**src/sv/fbsx_pkg.sv**
```systemverilog
// shared types and constants for the frame builder with sum and xor check
// no dependencies
`default_nettype none

package fbsx_pkg;

  localparam logic [7:0] START_BYTE = 8'hFE;
  localparam logic [7:0] END_BYTE   = 8'hFF;
  localparam logic [8:0] FRAME_OVERHEAD = 9'd7;

  // queue between front and back
  localparam int QDEPTH = 4;
  localparam int QAW    = $clog2(QDEPTH);

  // one classified item as it waits for the back end
  typedef struct packed {
    logic       is_start;        // item opens a frame and carries the header
    logic       close;           // item ends the payload, trailer follows
    logic [7:0] frame_type;
    logic [7:0] command;
    logic [7:0] payload_length;
    logic [7:0] data_byte;
  } entry_t;

  // head-of-queue status seen by the back end
  typedef struct packed {
    logic   valid;
    entry_t entry;
  } head_t;

endpackage

`default_nettype wire

```
**src/sv/fbsx_front.sv**
```systemverilog
// front end: accepts input items and classifies them as frame start or payload
// depends on fbsx_pkg
`default_nettype none

module fbsx_front
  import fbsx_pkg::*;
(
  input  wire logic         clk,
  input  wire logic         rst,
  input  wire logic         in_valid,
  output logic              in_ready,
  input  wire logic [31:0]  in_data,
  input  wire logic         q_full,
  output logic              push,
  output entry_t            push_entry
);

  logic       in_frame;
  logic [7:0] bytes_left;
  logic [7:0] in_type, in_cmd, in_len, in_dat;

  assign in_type = in_data[7:0];
  assign in_cmd  = in_data[15:8];
  assign in_len  = in_data[23:16];
  assign in_dat  = in_data[31:24];

  assign in_ready = !q_full;
  assign push     = in_valid && in_ready;

  // classify the item against the open frame
  always_comb begin
    push_entry.is_start       = !in_frame;
    push_entry.frame_type     = in_type;
    push_entry.command        = in_cmd;
    push_entry.payload_length = in_len;
    push_entry.data_byte      = in_dat;
    if (!in_frame) begin
      push_entry.close = (in_len == 8'd0) || (in_len == 8'd1);
    end else begin
      push_entry.close = (bytes_left == 8'd1);
    end
  end

  // frame tracking
  always_ff @(posedge clk) begin
    if (rst) begin
      in_frame   <= 1'b0;
      bytes_left <= 8'd0;
    end else if (push) begin
      if (!in_frame) begin
        in_frame   <= (in_len > 8'd1);
        bytes_left <= (in_len == 8'd0) ? 8'd0 : in_len - 8'd1;
      end else begin
        in_frame   <= (bytes_left != 8'd1);
        bytes_left <= bytes_left - 8'd1;
      end
    end
  end

`ifndef SYNTHESIS
  // an idle front never counts outstanding payload
  assert property (@(posedge clk) disable iff (rst) !in_frame |-> bytes_left == 8'd0)
    else $error("front idle with payload outstanding");
`endif

endmodule

`default_nettype wire

```
**src/sv/fbsx_queue.sv**
```systemverilog
// short flip-flop queue that decouples the front and back ends
// depends on fbsx_pkg
`default_nettype none

module fbsx_queue
  import fbsx_pkg::*;
(
  input  wire logic   clk,
  input  wire logic   rst,
  input  wire logic   push,
  input  entry_t      push_entry,
  output logic        full,
  input  wire logic   pop,
  output head_t       head
);

  entry_t          slots [QDEPTH];
  logic [QAW-1:0]  wr_ptr;
  logic [QAW-1:0]  rd_ptr;
  logic [QAW:0]    count;

  assign full       = (count == (QAW+1)'(QDEPTH));
  assign head.valid = (count != '0);
  assign head.entry = slots[rd_ptr];

  // entry storage
  always_ff @(posedge clk) begin
    if (push) begin
      slots[wr_ptr] <= push_entry;
    end
  end

  // pointers and fill count
  always_ff @(posedge clk) begin
    if (rst) begin
      wr_ptr <= '0;
      rd_ptr <= '0;
      count  <= '0;
    end else begin
      if (push) begin
        wr_ptr <= wr_ptr + 1'b1;
      end
      if (pop) begin
        rd_ptr <= rd_ptr + 1'b1;
      end
      case ({push, pop})
        2'b10:   count <= count + 1'b1;
        2'b01:   count <= count - 1'b1;
        default: count <= count;
      endcase
    end
  end

`ifndef SYNTHESIS
  assert property (@(posedge clk) disable iff (rst) count <= (QAW+1)'(QDEPTH))
    else $error("queue count beyond depth");
  assert property (@(posedge clk) disable iff (rst) pop |-> count != '0)
    else $error("pop from empty queue");
  assert property (@(posedge clk) disable iff (rst)
                   (!rst && push && !pop) |=> count == $past(count) + 1'b1)
    else $error("queue count missed a push");
`endif

endmodule

`default_nettype wire

```
**src/sv/fbsx_back.sv**
```systemverilog
// back end: expands queued items into frame bytes with sum and xor trailer
// depends on fbsx_pkg
`default_nettype none

module fbsx_back
  import fbsx_pkg::*;
(
  input  wire logic         clk,
  input  wire logic         rst,
  input  head_t             head,
  output logic              pop,
  output logic              out_valid,
  input  wire logic         out_ready,
  output logic [23:0]       out_data,
  output logic              out_last
);

  typedef enum logic [2:0] {
    S_START, S_TYPE, S_CMD, S_LEN, S_DATA, S_SUM, S_XOR, S_END
  } step_t;

  step_t      step;
  logic       mid;
  step_t      cur_step;
  step_t      step_next;
  logic       done;
  logic       advance;
  logic [7:0] emit_byte;
  logic       accum;
  logic [7:0] running_sum;
  logic [7:0] running_xor;
  logic [7:0] length_held;
  entry_t     e;

  assign e       = head.entry;
  assign advance = head.valid && (!out_valid || out_ready);
  assign pop     = advance && done;

  // current step, byte to send and the step after it
  always_comb begin
    if (mid) begin
      cur_step = step;
    end else begin
      cur_step = e.is_start ? S_START : S_DATA;
    end
    step_next = cur_step;
    done      = 1'b0;
    accum     = 1'b0;
    emit_byte = END_BYTE;
    case (cur_step)
      S_START: begin
        emit_byte = START_BYTE;
        step_next = S_TYPE;
      end
      S_TYPE: begin
        emit_byte = e.frame_type;
        accum     = 1'b1;
        step_next = S_CMD;
      end
      S_CMD: begin
        emit_byte = e.command;
        accum     = 1'b1;
        step_next = S_LEN;
      end
      S_LEN: begin
        emit_byte = e.payload_length;
        accum     = 1'b1;
        step_next = (e.payload_length == 8'd0) ? S_SUM : S_DATA;
      end
      S_DATA: begin
        emit_byte = e.data_byte;
        accum     = 1'b1;
        step_next = S_SUM;
        done      = !e.close;
      end
      S_SUM: begin
        emit_byte = running_sum;
        step_next = S_XOR;
      end
      S_XOR: begin
        emit_byte = running_xor;
        step_next = S_END;
      end
      S_END: begin
        emit_byte = END_BYTE;
        done      = 1'b1;
      end
      default: begin
        emit_byte = END_BYTE;
        done      = 1'b1;
      end
    endcase
  end

  // sequencer state, check accumulators and output register
  always_ff @(posedge clk) begin
    if (rst) begin
      mid         <= 1'b0;
      step        <= S_START;
      out_valid   <= 1'b0;
      running_sum <= 8'd0;
      running_xor <= 8'd0;
      length_held <= 8'd0;
    end else begin
      if (advance) begin
        mid       <= !done;
        step      <= step_next;
        out_valid <= 1'b1;
        out_last  <= (cur_step == S_END);
        out_data  <= {7'd0,
                      (cur_step == S_END) ? {1'b0, length_held} + FRAME_OVERHEAD : 9'd0,
                      emit_byte};
        if (cur_step == S_START) begin
          running_sum <= 8'd0;
          running_xor <= 8'd0;
          length_held <= e.payload_length;
        end else if (accum) begin
          running_sum <= running_sum + emit_byte;
          running_xor <= running_xor ^ emit_byte;
        end
      end else if (out_ready) begin
        out_valid <= 1'b0;
      end
    end
  end

`ifndef SYNTHESIS
  // the closing marker only ever rides on the end byte
  assert property (@(posedge clk) disable iff (rst)
                   (out_valid && out_last) |-> out_data[7:0] == END_BYTE)
    else $error("frame end on a byte other than the end byte");
  // an item in the middle of expansion stays at the queue head
  assert property (@(posedge clk) disable iff (rst) mid |-> head.valid)
    else $error("queue head lost during expansion");
`endif

endmodule

`default_nettype wire

```
**src/sv/frame_builder_sum_xor_core.sv**
```systemverilog
// frame builder top: accepted item -> queue -> registered first frame byte on m_tdata
// payload items sustain 1 item per cycle while m_tready holds; a start item first sends
// start, type, command and length bytes, and a closing item adds sum, xor and end bytes
// a 4-entry queue lets the front keep accepting while the back expands headers
// rst is synchronous, active high: idle, queue empty, no output pending
`default_nettype none

module frame_builder_sum_xor_core
  import fbsx_pkg::*;
(
  input  wire logic         clk,
  input  wire logic         rst,
  input  wire logic         s_tvalid,
  output logic              s_tready,
  input  wire logic [31:0]  s_tdata,   // frame_type, command, payload_length, data_byte
  output logic              m_tvalid,
  input  wire logic         m_tready,
  output logic [23:0]       m_tdata,   // frame_byte [7:0], frame_total [16:8], zero pad
  output logic              m_tlast    // frame_end
);

  logic   push;
  entry_t push_entry;
  logic   q_full;
  logic   pop;
  head_t  head;

  // item intake and classification
  fbsx_front u_front (
    .clk        (clk),
    .rst        (rst),
    .in_valid   (s_tvalid),
    .in_ready   (s_tready),
    .in_data    (s_tdata),
    .q_full     (q_full),
    .push       (push),
    .push_entry (push_entry)
  );

  // decoupling queue
  fbsx_queue u_queue (
    .clk        (clk),
    .rst        (rst),
    .push       (push),
    .push_entry (push_entry),
    .full       (q_full),
    .pop        (pop),
    .head       (head)
  );

  // frame byte sequencer
  fbsx_back u_back (
    .clk       (clk),
    .rst       (rst),
    .head      (head),
    .pop       (pop),
    .out_valid (m_tvalid),
    .out_ready (m_tready),
    .out_data  (m_tdata),
    .out_last  (m_tlast)
  );

endmodule

`default_nettype wire
```
**config.mk**
```make
export PLATFORM = sky130hd
export DESIGN_NAME = frame_builder_sum_xor_core
export DESIGN_NICKNAME = d
export VERILOG_FILES = /design/src/sv/fbsx_pkg.sv /design/src/sv/fbsx_front.sv /design/src/sv/fbsx_queue.sv /design/src/sv/fbsx_back.sv /design/src/sv/frame_builder_sum_xor_core.sv
export SDC_FILE = /design/constraint.sdc
export NUM_CORES = 1
export LEC_CHECK = 0
export BUFFER_PORTS_ARGS = -buffer_cell sky130_fd_sc_hd__buf_2
export CORE_MARGIN = 5
export CORE_UTILIZATION = 42
export CTS_CLUSTER_DIAMETER = 150
export CTS_CLUSTER_SIZE = 24
export DETAILED_ROUTE_END_ITERATION = 6
export GPL_TIMING_DRIVEN = 0
export SYNTH_ARGS = -nofsm -noshare
export SYNTH_HDL_FRONTEND = slang
export SYNTH_SLANG_ARGS = --single-unit
export TNS_END_PERCENT = 50
```
**constraint.sdc**
```tcl
create_clock -name clk -period 3.5 [get_ports clk]
set_clock_uncertainty 0.05 [all_clocks]
set_input_delay 0.7 -clock clk [delete_from_list [all_inputs] [get_ports clk]]
set_output_delay 0.7 -clock clk [all_outputs]
set_load 0.02 [all_outputs]
```
-- Word level (Yosys, flattened, before mapping)
Memories as Yosys holds them, arrays and structs flattened. A register that Yosys moved wholly into a read port is not among the register bits.
Index checks and enable logic that the tools add are counted.
- bits in registers: 63
- RAM bits: 136
- input port bits: 36
- output and inout port bits: 27
- word-level logic and storage cells: 82
- memories: 1
- memory list (memory ; words ; bits a word ; read ports ; clocked after Yosys merged registers in ; wr ports ; line ; source):
    u_queue.slots ; 4 ; 34 ; 1 ; 1 ; 1 ; fbsx_queue.sv:17 ; entry_t slots [QDEPTH];
- $add $sub $neg: 8
- magnitude comparators: 1
- equal/unequal tests: 13
- mux-type cells: 22
- bitwise operators: 2
- reduce and logical (&&, ||, !) cells: 21
- operator list (cell ; number):
    $pmux 8 s8 ; 1
    $mux 8 ; 6
    $pmux 3 s7 ; 1
    $eq 8x1->1 const B ; 2
    $logic_not 8->1 ; 2
    $sub 8x1->8 const B ; 2
    $eq 3x3->1 const B ; 5
    $add 8x3->9 const B ; 1
    $add 8x8->8 ; 1
    $gt 8x1->1 const B ; 1
    $mux 1 ; 8
    $ne 8x1->1 const B ; 1
    $xor 8x8->8 ; 1
    $eq 3x2->1 const B ; 2
    $mux 3 ; 2
    $pmux 3 s2 ; 1
    $reduce_and 2->1 ; 3
    $reduce_bool 2->1 ; 3
    $logic_not 1->1 ; 5
    $add 2x1->2 const B ; 2
    $mux 2 ; 2
    $reduce_or 4->1 ; 1
    $add 3x1->3 const B ; 1
    $eq 3x1->1 const B ; 1
    9 further kinds ; 12

-- Logic depth before layout (Yosys ltp)
Gate-level depths: netlist of run 1.
- depth after elaboration: 7
- mapped depth: 15
- depth with buffers taken out: 13

-- Hierarchy
Synthesis of run 1 repeated with hierarchy kept, for this count alone.
- cell total of the unflattened synthesis: 677
- area, all modules: 9210.1 um^2
- by module, submodules not included (module ; times used ; cells an instance ; area an instance (um^2) ; seq. area each (um^2)):
    fbsx_queue ; 1 ; 225 ; 5390.2 ; 4264.1
    fbsx_back ; 1 ; 326 ; 2776.4 ; 1121.1
    fbsx_front ; 1 ; 126 ; 1043.5 ; 180.2

-- Least setup slack after synthesis of run 1
OpenSTA, ideal clock, no wires.
- kind: reg2reg
- start: register (tool-made name)
- end: register u_back.running_sum[6]
- library setup time: 0.116 ns
- arrival: 3.244 ns
- required time: 3.334 ns
- setup slack: 0.090 ns
- stages on the path, launching flop included: 14
- path buffers: 3
- clock period less this slack: 3.410 ns
- cell sequence: dfxtp_1 buf_6 buf_2 buf_4 mux4_2 o221ai_1 nand3_1 ha_1 nor2b_1 o21ai_0 a21boi_0 o21a_1 or3_1 a41o_1
- RTL lines (element ; line ; source):
    to (signal assigned) ; fbsx_back.sv:118 ; running_sum <= running_sum + emit_byte;
    to (decl) ; fbsx_back.sv:30 ; logic [7:0] running_sum;

==> results of run 1 <==
[kinds of logic (layout without fill, tap and decap cells)]
logic type | count (synthesis) | count (layout) | synth area share
buffers and inverters | 61 | 152 | 0.03079
AOI/OAI and AO/OA | 131 | 131 | 0.09352
xor gates and xnor gates | 19 | 19 | 0.01887
DFF | 201 | 201 | 0.6312
and+or+nand+nor | 164 | 164 | 0.09011
other | 1 | 7 | 0.0004253
muxes | 48 | 48 | 0.1050
adders and majority gates | 20 | 20 | 0.03008
[power by group]
part | switching [mW] | total (mW) | internal (mW) | leakage [nW]
registers | 0.211 | 3.18 | 2.97 | 1.80
clock network | 0.754 | 1.41 | 0.656 | 0.167
logic | 1.63 | 2.76 | 1.13 | 1.57
[metal layers]
layer	vias to the layer above	routed length (um)
li1	2637	-
met1	2827	8848
met2	152	9356
met3	23	887
met4	2	388
met5	-	7
[critical path, delay by kind of cell (launching register included)]
kind	cells	cell delay, ps
AND/OR/NAND/NOR	3	470
flip-flops	1	340
buffers and inverters	3	360
multiplexers	3	1080
AO/OA/AOI/OAI	5	900
adder cells (fa/ha/maj)	1	220
[worst paths after layout]
| path | to | slack [ps] | cells past startpoint |
|---|---|---|---|
| worst max-delay path | u_back.running_sum[6] | -20 | 15 |
| worst min-delay path | u_queue.slots[0][25] | 380 | 1 |
| worst max register to register | u_back.running_sum[6] | -20 | 15 |
| worst min register to register | u_back.out_valid | 430 | 2 |
[synth_stat cells, types with 7 or more instances]
cell type,n,area share
edfxtp_1,154,0.52
a21oi_1,49,0.028
dfxtp_1,47,0.11
nor2_1,46,0.020
nand2_1,36,0.015
mux4_2,32,0.082
o21ai_0,30,0.017
inv_1,22,0.0094
clkbuf_1,21,0.0089
ha_1,18,0.026
nand3_1,17,0.0096
nor3_1,14,0.0079
mux2i_1,13,0.015
xor2_1,12,0.012
or3_1,11,0.0078
buf_4,8,0.0068
a21o_1,7,0.0060
nand4_1,7,0.0050
xnor2_1,7,0.0070
[registers in the layout, indices dropped and copies added, names as in the netlist, named ones only]
signal and flops:
u_queue.slots 136, u_back.out_valid 1, u_back.out_data 17, u_back.mid 1, u_back.step 3, u_front.bytes_left 8
u_front.in_frame 1, u_back.length_held 8, u_back.running_sum 8, u_back.running_xor 8, u_back.out_last 1, u_queue.wr_ptr 2
u_queue.rd_ptr 2, u_queue.count 3
[area by class of cell]
class / count / area, sq um
clock inverter: 2 / 32.53
sequential: 201 / 5567
timing repair buffer: 74 / 471.7
multi-input combinational: 389 / 3153
buffer: 35 / 231.5
fill: 1853 / 10610
inverter: 25 / 97.59
clock buffer: 16 / 315.3
tap: 275 / 344.1
[per-stage QoR]
stage | power, mW | cells | cell area, sq um
6_report | 7.348 | 1017 | 10210
5_1_grt | 7.786 | 1017 | 10210
4_1_cts | 7.247 | 1010 | 10080
3_5_place_dp | 5.644 | 985 | 9544
3_3_place_gp | 5.546 | 981 | 9459
2_1_floorplan | 4.911 | 651 | 8840
[timing repair]
| action | 4_1_cts | 5_1_grt |
|---|---|---|
| resized for setup | 33 | 22 |
| buffers inserted | 8 | 7 |
| setup endpoints to repair | 7 | 4 |
| gates cloned | 0 | 0 |
| pin swaps | 5 | 11 |
==> results.sh, run 1 <==
export IMPL_worst_slack_ps=-15.79
export IMPL_gp_congestion=0.9309
export IMPL_die_y_um=154.9
export IMPL_worstPathRequired_ps=3820
export IMPL_netlist_instances=645
export IMPL_final_common_cell="edfxtp_1"
export IMPL_clk_latency_ps=460
export IMPL_drc_errors=0
export IMPL_synth_async_sr_flop_share=0
export IMPL_antenna_found_initial=1
export IMPL_final_antenna_net_count=0
export IMPL_yosysWarnings=0
export IMPL_vias=5641
export IMPL_grt_ovfl_total=0
export IMPL_grt_first_pass_wirelength_um=30430
export IMPL_ios=63
export IMPL_num_rows=53
export IMPL_cts_tree="done"
export IMPL_report_final_slew_viol_count=0
export IMPL_grt_use_total=0.1600
export IMPL_ir_drop_uv=423.3
export IMPL_hold_viol=0
export IMPL_cts_clk_slew_worst_paths_ps=100
export IMPL_ys_seq_area_frac=0.6312
export IMPL_drive_gt1_frac=0.2358
export IMPL_slew_headroom=0.1370
export IMPL_final_period_utilization=1.005
export IMPL_worst_setup_path_type="reg2reg"
export IMPL_hpwlAfterDp_um=13630
export IMPL_hold_worst_slack_ps=384.0
export IMPL_cts_max_path_buffers=3
export IMPL_root_buffer="clkbuf_16"
export IMPL_portBuffers=55
export IMPL_violations="negative setup slack"
export IMPL_drtIter0Drc=440
export IMPL_syn_avg_cell_area_sq_um=13.67
export IMPL_final_nets=794
export IMPL_synth_area_sq_um=8817
export IMPL_cts_buffers=12
export IMPL_fmax_ghz=0.2844
export IMPL_syn2layout_area_growth_pct=15.82
export IMPL_synth_flop_cell="edfxtp_1"
export IMPL_n_antenna_cell=0
export IMPL_worstMarginPinSlew_ps=1290
export IMPL_wl_um=19490
export IMPL_postLayoutCoreUtil=0.4904
export IMPL_synth_edf_count=154
export IMPL_p_per_area_nw_per_um2=719.6
export IMPL_crit_fanout=8
export IMPL_drt_pass1_iterations=5
export IMPL_period_needed_ps=3516
export IMPL_wl_per_cell_um=19.16
export IMPL_worstSetupEndpointType="flip-flop"
export IMPL_p_leak_nw=3.540
export IMPL_slowest_stage="mux4_2"
export IMPL_h_tree_depth=1
export IMPL_synth_seq_cells=201
export IMPL_use_met1=0.2253
export IMPL_max_cap_violations=0
export IMPL_finalSetupViolCount=1
export IMPL_grtUsageMet2=0.2628
export IMPL_crit_arrival_ps=3840
export IMPL_status="complete, but fails checks"
export IMPL_core_area_sq_um=20820
export IMPL_synth_cell_types=61
export IMPL_grt_pass1_vias=5540
export IMPL_cts_hold_buf=0
export IMPL_grt_busiest_layer="met2"
export IMPL_place_ws_ps=-638.4
export IMPL_rsz0062_at_grt="yes"
export IMPL_hold_path_class="in2reg"
export IMPL_layout_common_cells="edfxtp_1, buf_2, a21oi_1"
export IMPL_fp_dieArea_sq_um=23990
export IMPL_setup_tns_final_ps=-15.79
export IMPL_slowest_delay_ps=630
export IMPL_path_cells="buf_8 > mux4_2 > mux2i_4 > buf_6 > mux2i_2 > o221a_1 > nand2_2 > inv_2 > fa_2 > nor2b_4 > o21ai_2 > a21boi_2 > o21a_1 > or3_1 > a41o_1"
export IMPL_start_kind="flip-flop"
export IMPL_die_w_um=154.9
export IMPL_use_met3=0.02587
export IMPL_grt_max_degree=34
export IMPL_hp_start="s_tdata[1]"
export IMPL_vias_per_cell=5.547
export IMPL_start_util=0.4234
export IMPL_cts_sinks=201
(Power assumes the default switching activity.)
==> run 2, diff against run 1 <==
CORE_UTILIZATION = 54   (was 42)
PLACE_DENSITY = 0.75   (was not set)
==> run 2 against run 1 <==
  * Die area is 21% lower
  * Maximum frequency is 0.37% lower
  * The run still ends with negative setup slack left
  * Hold slack better by 2.9 ps
  * Total power fell by 1.8%
  * Clock power hardly changed
  * Critical endpoint is now u_back.running_sum[7]
  * Flip-flop and latch count is the same
  * Register-to-register slack is essentially flat
  * Combinational power decreased by 4%
  * First-iteration DRC count rose by 15%
  * Final cell count decreased by 6.4%
  * Highest routed layer is now met4
==> results.sh, run 2 (synthesis gave the netlist of run 1 again) <==
export IMPL_p_per_area_nw_per_um2=718.7
export IMPL_reg_top3="u_queue.slots x136, u_back.out_data x17"
export IMPL_postPlaceCellArea_sq_um=9450
export IMPL_final_nets=786
export IMPL_cts_max_path_buffers=3
export IMPL_start_kind="flip-flop"
export IMPL_path_cells="buf_6 > mux4_2 > mux2i_4 > buf_6 > mux2i_1 > o22a_1 > nand3_2 > ha_4 > a21o_1 > a21oi_2 > a21o_1 > a21oi_1 > mux2i_1 > nand4_1"
export IMPL_n_fill_cell=1207
export IMPL_violations="negative setup slack"
export IMPL_die_w_um=137.8
export IMPL_cts_tree="done"
export IMPL_antenna_found_initial=0
export IMPL_wl_um=18760
export IMPL_n_antenna_cell=0
export IMPL_worst_slack_ps=-28.89
export IMPL_core_area_sq_um=15940
export IMPL_period_needed_ps=3529
export IMPL_cts_buffers=12
export IMPL_hold_viol=0
export IMPL_vias_per_cell=5.907
export IMPL_p_switching_mw=2.528
export IMPL_largest_register="u_queue.slots"
export IMPL_wl_per_cell_um=19.71
export IMPL_grt_ovfl_total=0
export IMPL_power_frac_clock=0.195
export IMPL_crit_arrival_ps=3830
export IMPL_switching_share=0.3503
export IMPL_p_leak_nw=3.498
export IMPL_crit_fanout=7
export IMPL_critPathCapture="u_back.running_sum[7]"
export IMPL_cp_top_family="multiplexers"
export IMPL_fmax_ghz=0.2834
export IMPL_hpwlAfterDp_um=13230
export IMPL_die_y_um=137.8
export IMPL_drc_errors=0
export IMPL_cts_hold_buf=0
export IMPL_cts_sinks=201
export IMPL_worst_setup_path_type="reg2reg"
export IMPL_grt_use_total=0.2034
export IMPL_slowest_stage="mux4_2"
export IMPL_dp_cells=925
export IMPL_worstMarginPinSlew_ps=885.0
export IMPL_slowest_delay_ps=650
export IMPL_rsz0062_at_grt="yes"
export IMPL_vias=5623
export IMPL_fin_area_sq_um=10040
export IMPL_worst_path_stages=14
export IMPL_root_buffer="clkbuf_16"
export IMPL_h_tree_depth=1
export IMPL_final_antenna_net_count=0
export IMPL_cts_clk_slew_worst_paths_ps=100
export IMPL_largest_reg_flops=136
export IMPL_grt_max_degree=35
export IMPL_report_final_slew_viol_count=0
export IMPL_finalSetupViolCount=1
export IMPL_worstRegToRegCells=14
export IMPL_worstPathRequired_ps=3800
export IMPL_place_ws_ps=-593.2
export IMPL_r2r_end="u_back.running_sum[7]"
export IMPL_hold_path_class="in2reg"
export IMPL_multi_input_area_sq_um=3126
export IMPL_drt_pass1_iterations=6
export IMPL_start_util=0.5531
export IMPL_r2r_slack_ps=-30
export IMPL_drtIter0Drc=507
export IMPL_seqPwrFrac=0.440
export IMPL_grt_first_pass_wirelength_um=29610
export IMPL_internal_power_mw=4.690
export IMPL_path_buf_inv=2
export IMPL_combPwrFrac=0.365
export IMPL_portBuffers=55
export IMPL_fp_dieArea_sq_um=18980
export IMPL_status="complete, but fails checks"
export IMPL_max_cap_violations=0
export IMPL_slew_headroom=0.4100
export IMPL_syn2layout_area_growth_pct=13.91
export IMPL_drive_gt1_frac=0.2215
export IMPL_clk_latency_ps=470
export IMPL_num_rows=46
export IMPL_stdcell_count=952
export IMPL_seq_area_sq_um=5568
export IMPL_postLayoutCoreUtil=0.6300
export IMPL_final_period_utilization=1.008
export IMPL_gp_congestion=0.9179
export IMPL_ir_drop_uv=479.6
export IMPL_layout_common_cells="edfxtp_1, buf_2, a21oi_1"
export IMPL_final_common_cell="edfxtp_1"
export IMPL_worstSetupEndpointType="flip-flop"
export IMPL_grt_pass1_vias=5508
export IMPL_ios=63
run 2: how the worst min path moves through the flow:
stage	from	endpoint	slack, ps	cells past startpoint
after detailed placement	u_back.out_valid	u_back.out_valid	440	2
after global routing	s_tdata[13]	u_queue.slots[1][21]	370	1
after floorplan	u_front.bytes_left[4]	u_front.bytes_left[4]	390	2
after global placement	u_front.bytes_left[4]	u_front.bytes_left[4]	410	2
after CTS	s_tdata[5]	u_queue.slots[2][29]	370	1
final	s_tdata[5]	u_queue.slots[0][29]	390	1
run 2: metal layers:
metal,track usage,wire length (um),vias up
li1,-,-,2617
met4,0.04775,337,0
met3,0.02922,981,22
met1,0.2914,8293,2806
met5,0,0,-
met2,0.3330,9149,178
run 2: power by group through the flow:
stage	clock (mW)	combinational [mW]	sequential, mW
finish	1.41	2.64	3.18
global route	1.53	2.91	3.21
CTS	1.44	2.56	3.17
detailed placement	0	2.41	3.20
global placement	0	2.32	3.19
floorplan	0	1.68	3.24
run 2: area by class of cell:
class | instances | area share
multi-input combinational | 389 | 0.3112
clock inverter | 2 | 0.003239
clock buffer | 18 | 0.03214
tap | 216 | 0.02691
timing repair buffer | 66 | 0.03974
inverter | 25 | 0.009343
buffer | 35 | 0.02305
sequential | 201 | 0.5544
run 2: worst reg2reg max path, cell delays in order (launching register included):
cell	delay, ps
dfxtp_2	340
buf_6	130
mux4_2	650
mux2i_4	310
buf_6	160
mux2i_1	220
o22a_1	210
nand3_2	140
ha_4	280
a21o_1	170
a21oi_2	160
a21o_1	230
a21oi_1	100
mux2i_1	180
nand4_1	100
run 2: what timing repair did:
| action | in CTS | in global routing |
|---|---|---|
| setup endpoints to repair | 6 | 3 |
| buffers inserted | 7 | 1 |
| endpoints found under the hold margin | 0 | 0 |
| pin swaps | 3 | 4 |
| gates resized for setup | 33 | 16 |
run 2: stage by stage:
stage / hold WS [ps] / power, mW / setup TNS, ps
global route: 373.8 / 7.652 / -242.1
floorplan: 393.7 / 4.911 / 0
finish: 386.9 / 7.218 / -28.89
CTS: 370.7 / 7.166 / 0
global placement: 413.1 / 5.515 / -1392
detailed placement: 435.5 / 5.610 / -1912
==> run 3, diff against run 2 <==
BUFFER_PORTS_ARGS = -buffer_cell sky130_fd_sc_hd__buf_4   (was -buffer_cell sky130_fd_sc_hd__buf_2)
SETUP_SLACK_MARGIN = 0.1   (was not set)
==> run 3 against run 2 <==
  * Flip-flop and latch count did not move
  * Register-to-register slack improved by 110 ps
  * Combinational power rose by 13%
  * Sequential power barely moved
  * Die area did not move
  * Hold slack got worse by 16 ps
  * Cell area rose by 3.3%
  * Final cell count rose by 1.8%
  * Non-clock buffer count rose by 17
  * Setup slack improved by 110 ps
  * Highest routed layer unchanged
  * First-iteration DRC count rose by 9.5%
  * The run now ends clean
  * Sequential share of layout area fell by 1.8 points
==> results.sh, run 3 (synthesis gave the netlist of run 1 again) <==
export IMPL_hold_worst_slack_ps=370.9
export IMPL_antenna_found_initial=0
export IMPL_n_fill_cell=1159
export IMPL_worst_slack_ps=81.12
export IMPL_hold_path_class="in2reg"
export IMPL_p_per_area_nw_per_um2=729.5
export IMPL_hpwlAfterDp_um=13330
export IMPL_postPlaceCellArea_sq_um=9530
export IMPL_worstMarginPinSlew_ps=936.1
export IMPL_cts_max_path_buffers=3
export IMPL_fmax_ghz=0.2925
export IMPL_drt_pass1_iterations=5
export IMPL_wl_per_cell_um=20.23
export IMPL_drive_gt1_frac=0.2537
export IMPL_slew_headroom=0.3760
export IMPL_root_buffer="clkbuf_16"
export IMPL_crit_arrival_ps=3750
export IMPL_hp_start="s_tdata[6]"
export IMPL_cts_clk_slew_worst_paths_ps=100
export IMPL_ios=63
export IMPL_rsz0062_at_grt="yes"
export IMPL_clk_latency_ps=480
export IMPL_p_leak_nw=3.638
export IMPL_grt_max_degree=35
export IMPL_hold_path_depth=1
export IMPL_vias=5711
export IMPL_stdcell_count=969
export IMPL_wl_um=19610
export IMPL_fin_area_sq_um=10380
export IMPL_grt_use_total=0.2071
export IMPL_layout_common_cells="edfxtp_1, buf_4, a21oi_1, dfxtp_1, nor2_1"
export IMPL_fp_dieArea_sq_um=18980
export IMPL_r2r_slack_ps=80
export IMPL_max_cap_violations=0
export IMPL_largest_register="u_queue.slots"
export IMPL_worstPathRequired_ps=3830
export IMPL_final_common_cell="edfxtp_1"
export IMPL_drc_errors=0
export IMPL_slowest_stage="mux4_2"
export IMPL_largest_reg_flops=136
export IMPL_die_w_um=137.8
export IMPL_final_period_utilization=0.9768
export IMPL_cts_sinks=201
export IMPL_slowest_delay_ps=590
export IMPL_hold_viol=0
export IMPL_final_antenna_net_count=0
export IMPL_multi_input_area_sq_um=3202
export IMPL_n_antenna_cell=0
export IMPL_worst_setup_path_type="reg2reg"
export IMPL_final_nets=803
export IMPL_cts_buffers=12
export IMPL_seq_area_sq_um=5567
export IMPL_core_area_sq_um=15940
export IMPL_reg_top3="u_queue.slots x136, u_back.out_data x17"
export IMPL_worstRegToRegCells=13
export IMPL_h_tree_depth=1
export IMPL_place_ws_ps=-612.0
export IMPL_status="finished, final reports clean"
export IMPL_num_rows=46
export IMPL_cp_top_family="multiplexers"
export IMPL_report_final_slew_viol_count=0
export IMPL_grt_pass1_vias=5488
export IMPL_dp_cells=922
export IMPL_finalSetupViolCount=0
export IMPL_ir_drop_uv=524.3
export IMPL_grt_ovfl_total=0
export IMPL_die_y_um=137.8
export IMPL_path_cells="buf_6 > mux4_2 > mux2i_4 > mux2i_1 > o22a_1 > nand3_2 > ha_4 > nor2b_4 > o21ai_2 > a21boi_2 > o21a_1 > or3_1 > a41o_1"
export IMPL_syn2layout_area_growth_pct=17.68
export IMPL_vias_per_cell=5.894
export IMPL_crit_fanout=6
export IMPL_start_util=0.5531
export IMPL_gp_congestion=0.9650
export IMPL_worstSetupEndpointType="flip-flop"
export IMPL_start_kind="flip-flop"
export IMPL_path_buf_inv=1
export IMPL_r2r_end="u_back.running_sum[6]"
export IMPL_drtIter0Drc=555
export IMPL_grt_first_pass_wirelength_um=30150
export IMPL_cts_tree="done"
export IMPL_hold_path_endpoint="u_queue.slots[2][30]"
export IMPL_portBuffers=55
export IMPL_period_needed_ps=3419
[run 3: cell count changes in the layout (fill, tap and decap cells not counted), moves of 2 or more]
cell   previous run  this run
buf_4            14        88
buf_2            56         1
ha_1             16        12
ha_2              0         2
ha_4              2         4
[run 3: final cells by class]
cell class,instances,area share
buffer,36,0.02436
clock buffer,18,0.03111
clock inverter,2,0.003135
inverter,25,0.009406
multi-input combinational,389,0.3086
sequential,201,0.5365
tap,216,0.02605
timing repair buffer,82,0.06089
[run 3: worst reg2reg max path: cells and delay by family (launching register included)]
kind	cells	cell delay (ps)
AOI/OAI and AO/OA	5	850
adders and majority gates	1	280
buffers and inverters	1	130
DFF	1	330
muxes	3	1050
and+or+nand+nor	3	620
[run 3: where the power goes]
part           total (mW)  internal [mW]  switching [mW]
logic                2.97           1.28            1.69
clock network        1.43          0.665           0.765
registers            3.17           2.97           0.200
[run 3: how the worst max path moves through the flow]
| stage | from | endpoint | cells past startpoint |
|---|---|---|---|
| detailed placement | flip-flop | u_back.running_sum[6] | 15 |
| finish | flip-flop | u_back.running_sum[6] | 13 |
| floorplan | flip-flop | u_back.running_sum[6] | 13 |
| CTS | flip-flop | u_back.running_sum[6] | 15 |
| global placement | flip-flop | u_back.running_sum[6] | 15 |
| global route | flip-flop | u_back.running_sum[6] | 13 |
[run 3: metrics by stage]
step	util	power, mW	setup TNS, ps
after floorplan	-	4.913	0
after global placement	0.5975	5.575	-1677
after detailed placement	0.5978	5.643	-2075
after CTS	0.6333	7.276	0
after global routing	0.6508	7.989	-120.5
final	0.6508	7.570	0
[run 3: per-layer routing]
metal	up-vias	GRT usage	part of all wire
li1	2664	-	-
met3	26	0.02885	0.057
met2	204	0.3463	0.49
met1	2817	0.2919	0.43
met4	0	0.04610	0.018
met5	-	0	0
[run 3: timing repair]
| item | CTS | global route |
|---|---|---|
| hold buffers | 0 | 0 |
| resized for setup | 39 | 35 |
| setup buffers | 7 | 20 |
| setup endpoints to repair | 7 | 5 |
| endpoints found under the hold margin | 0 | 0 |
| pin swaps | 4 | 16 |
| cloned | 0 | 0 |
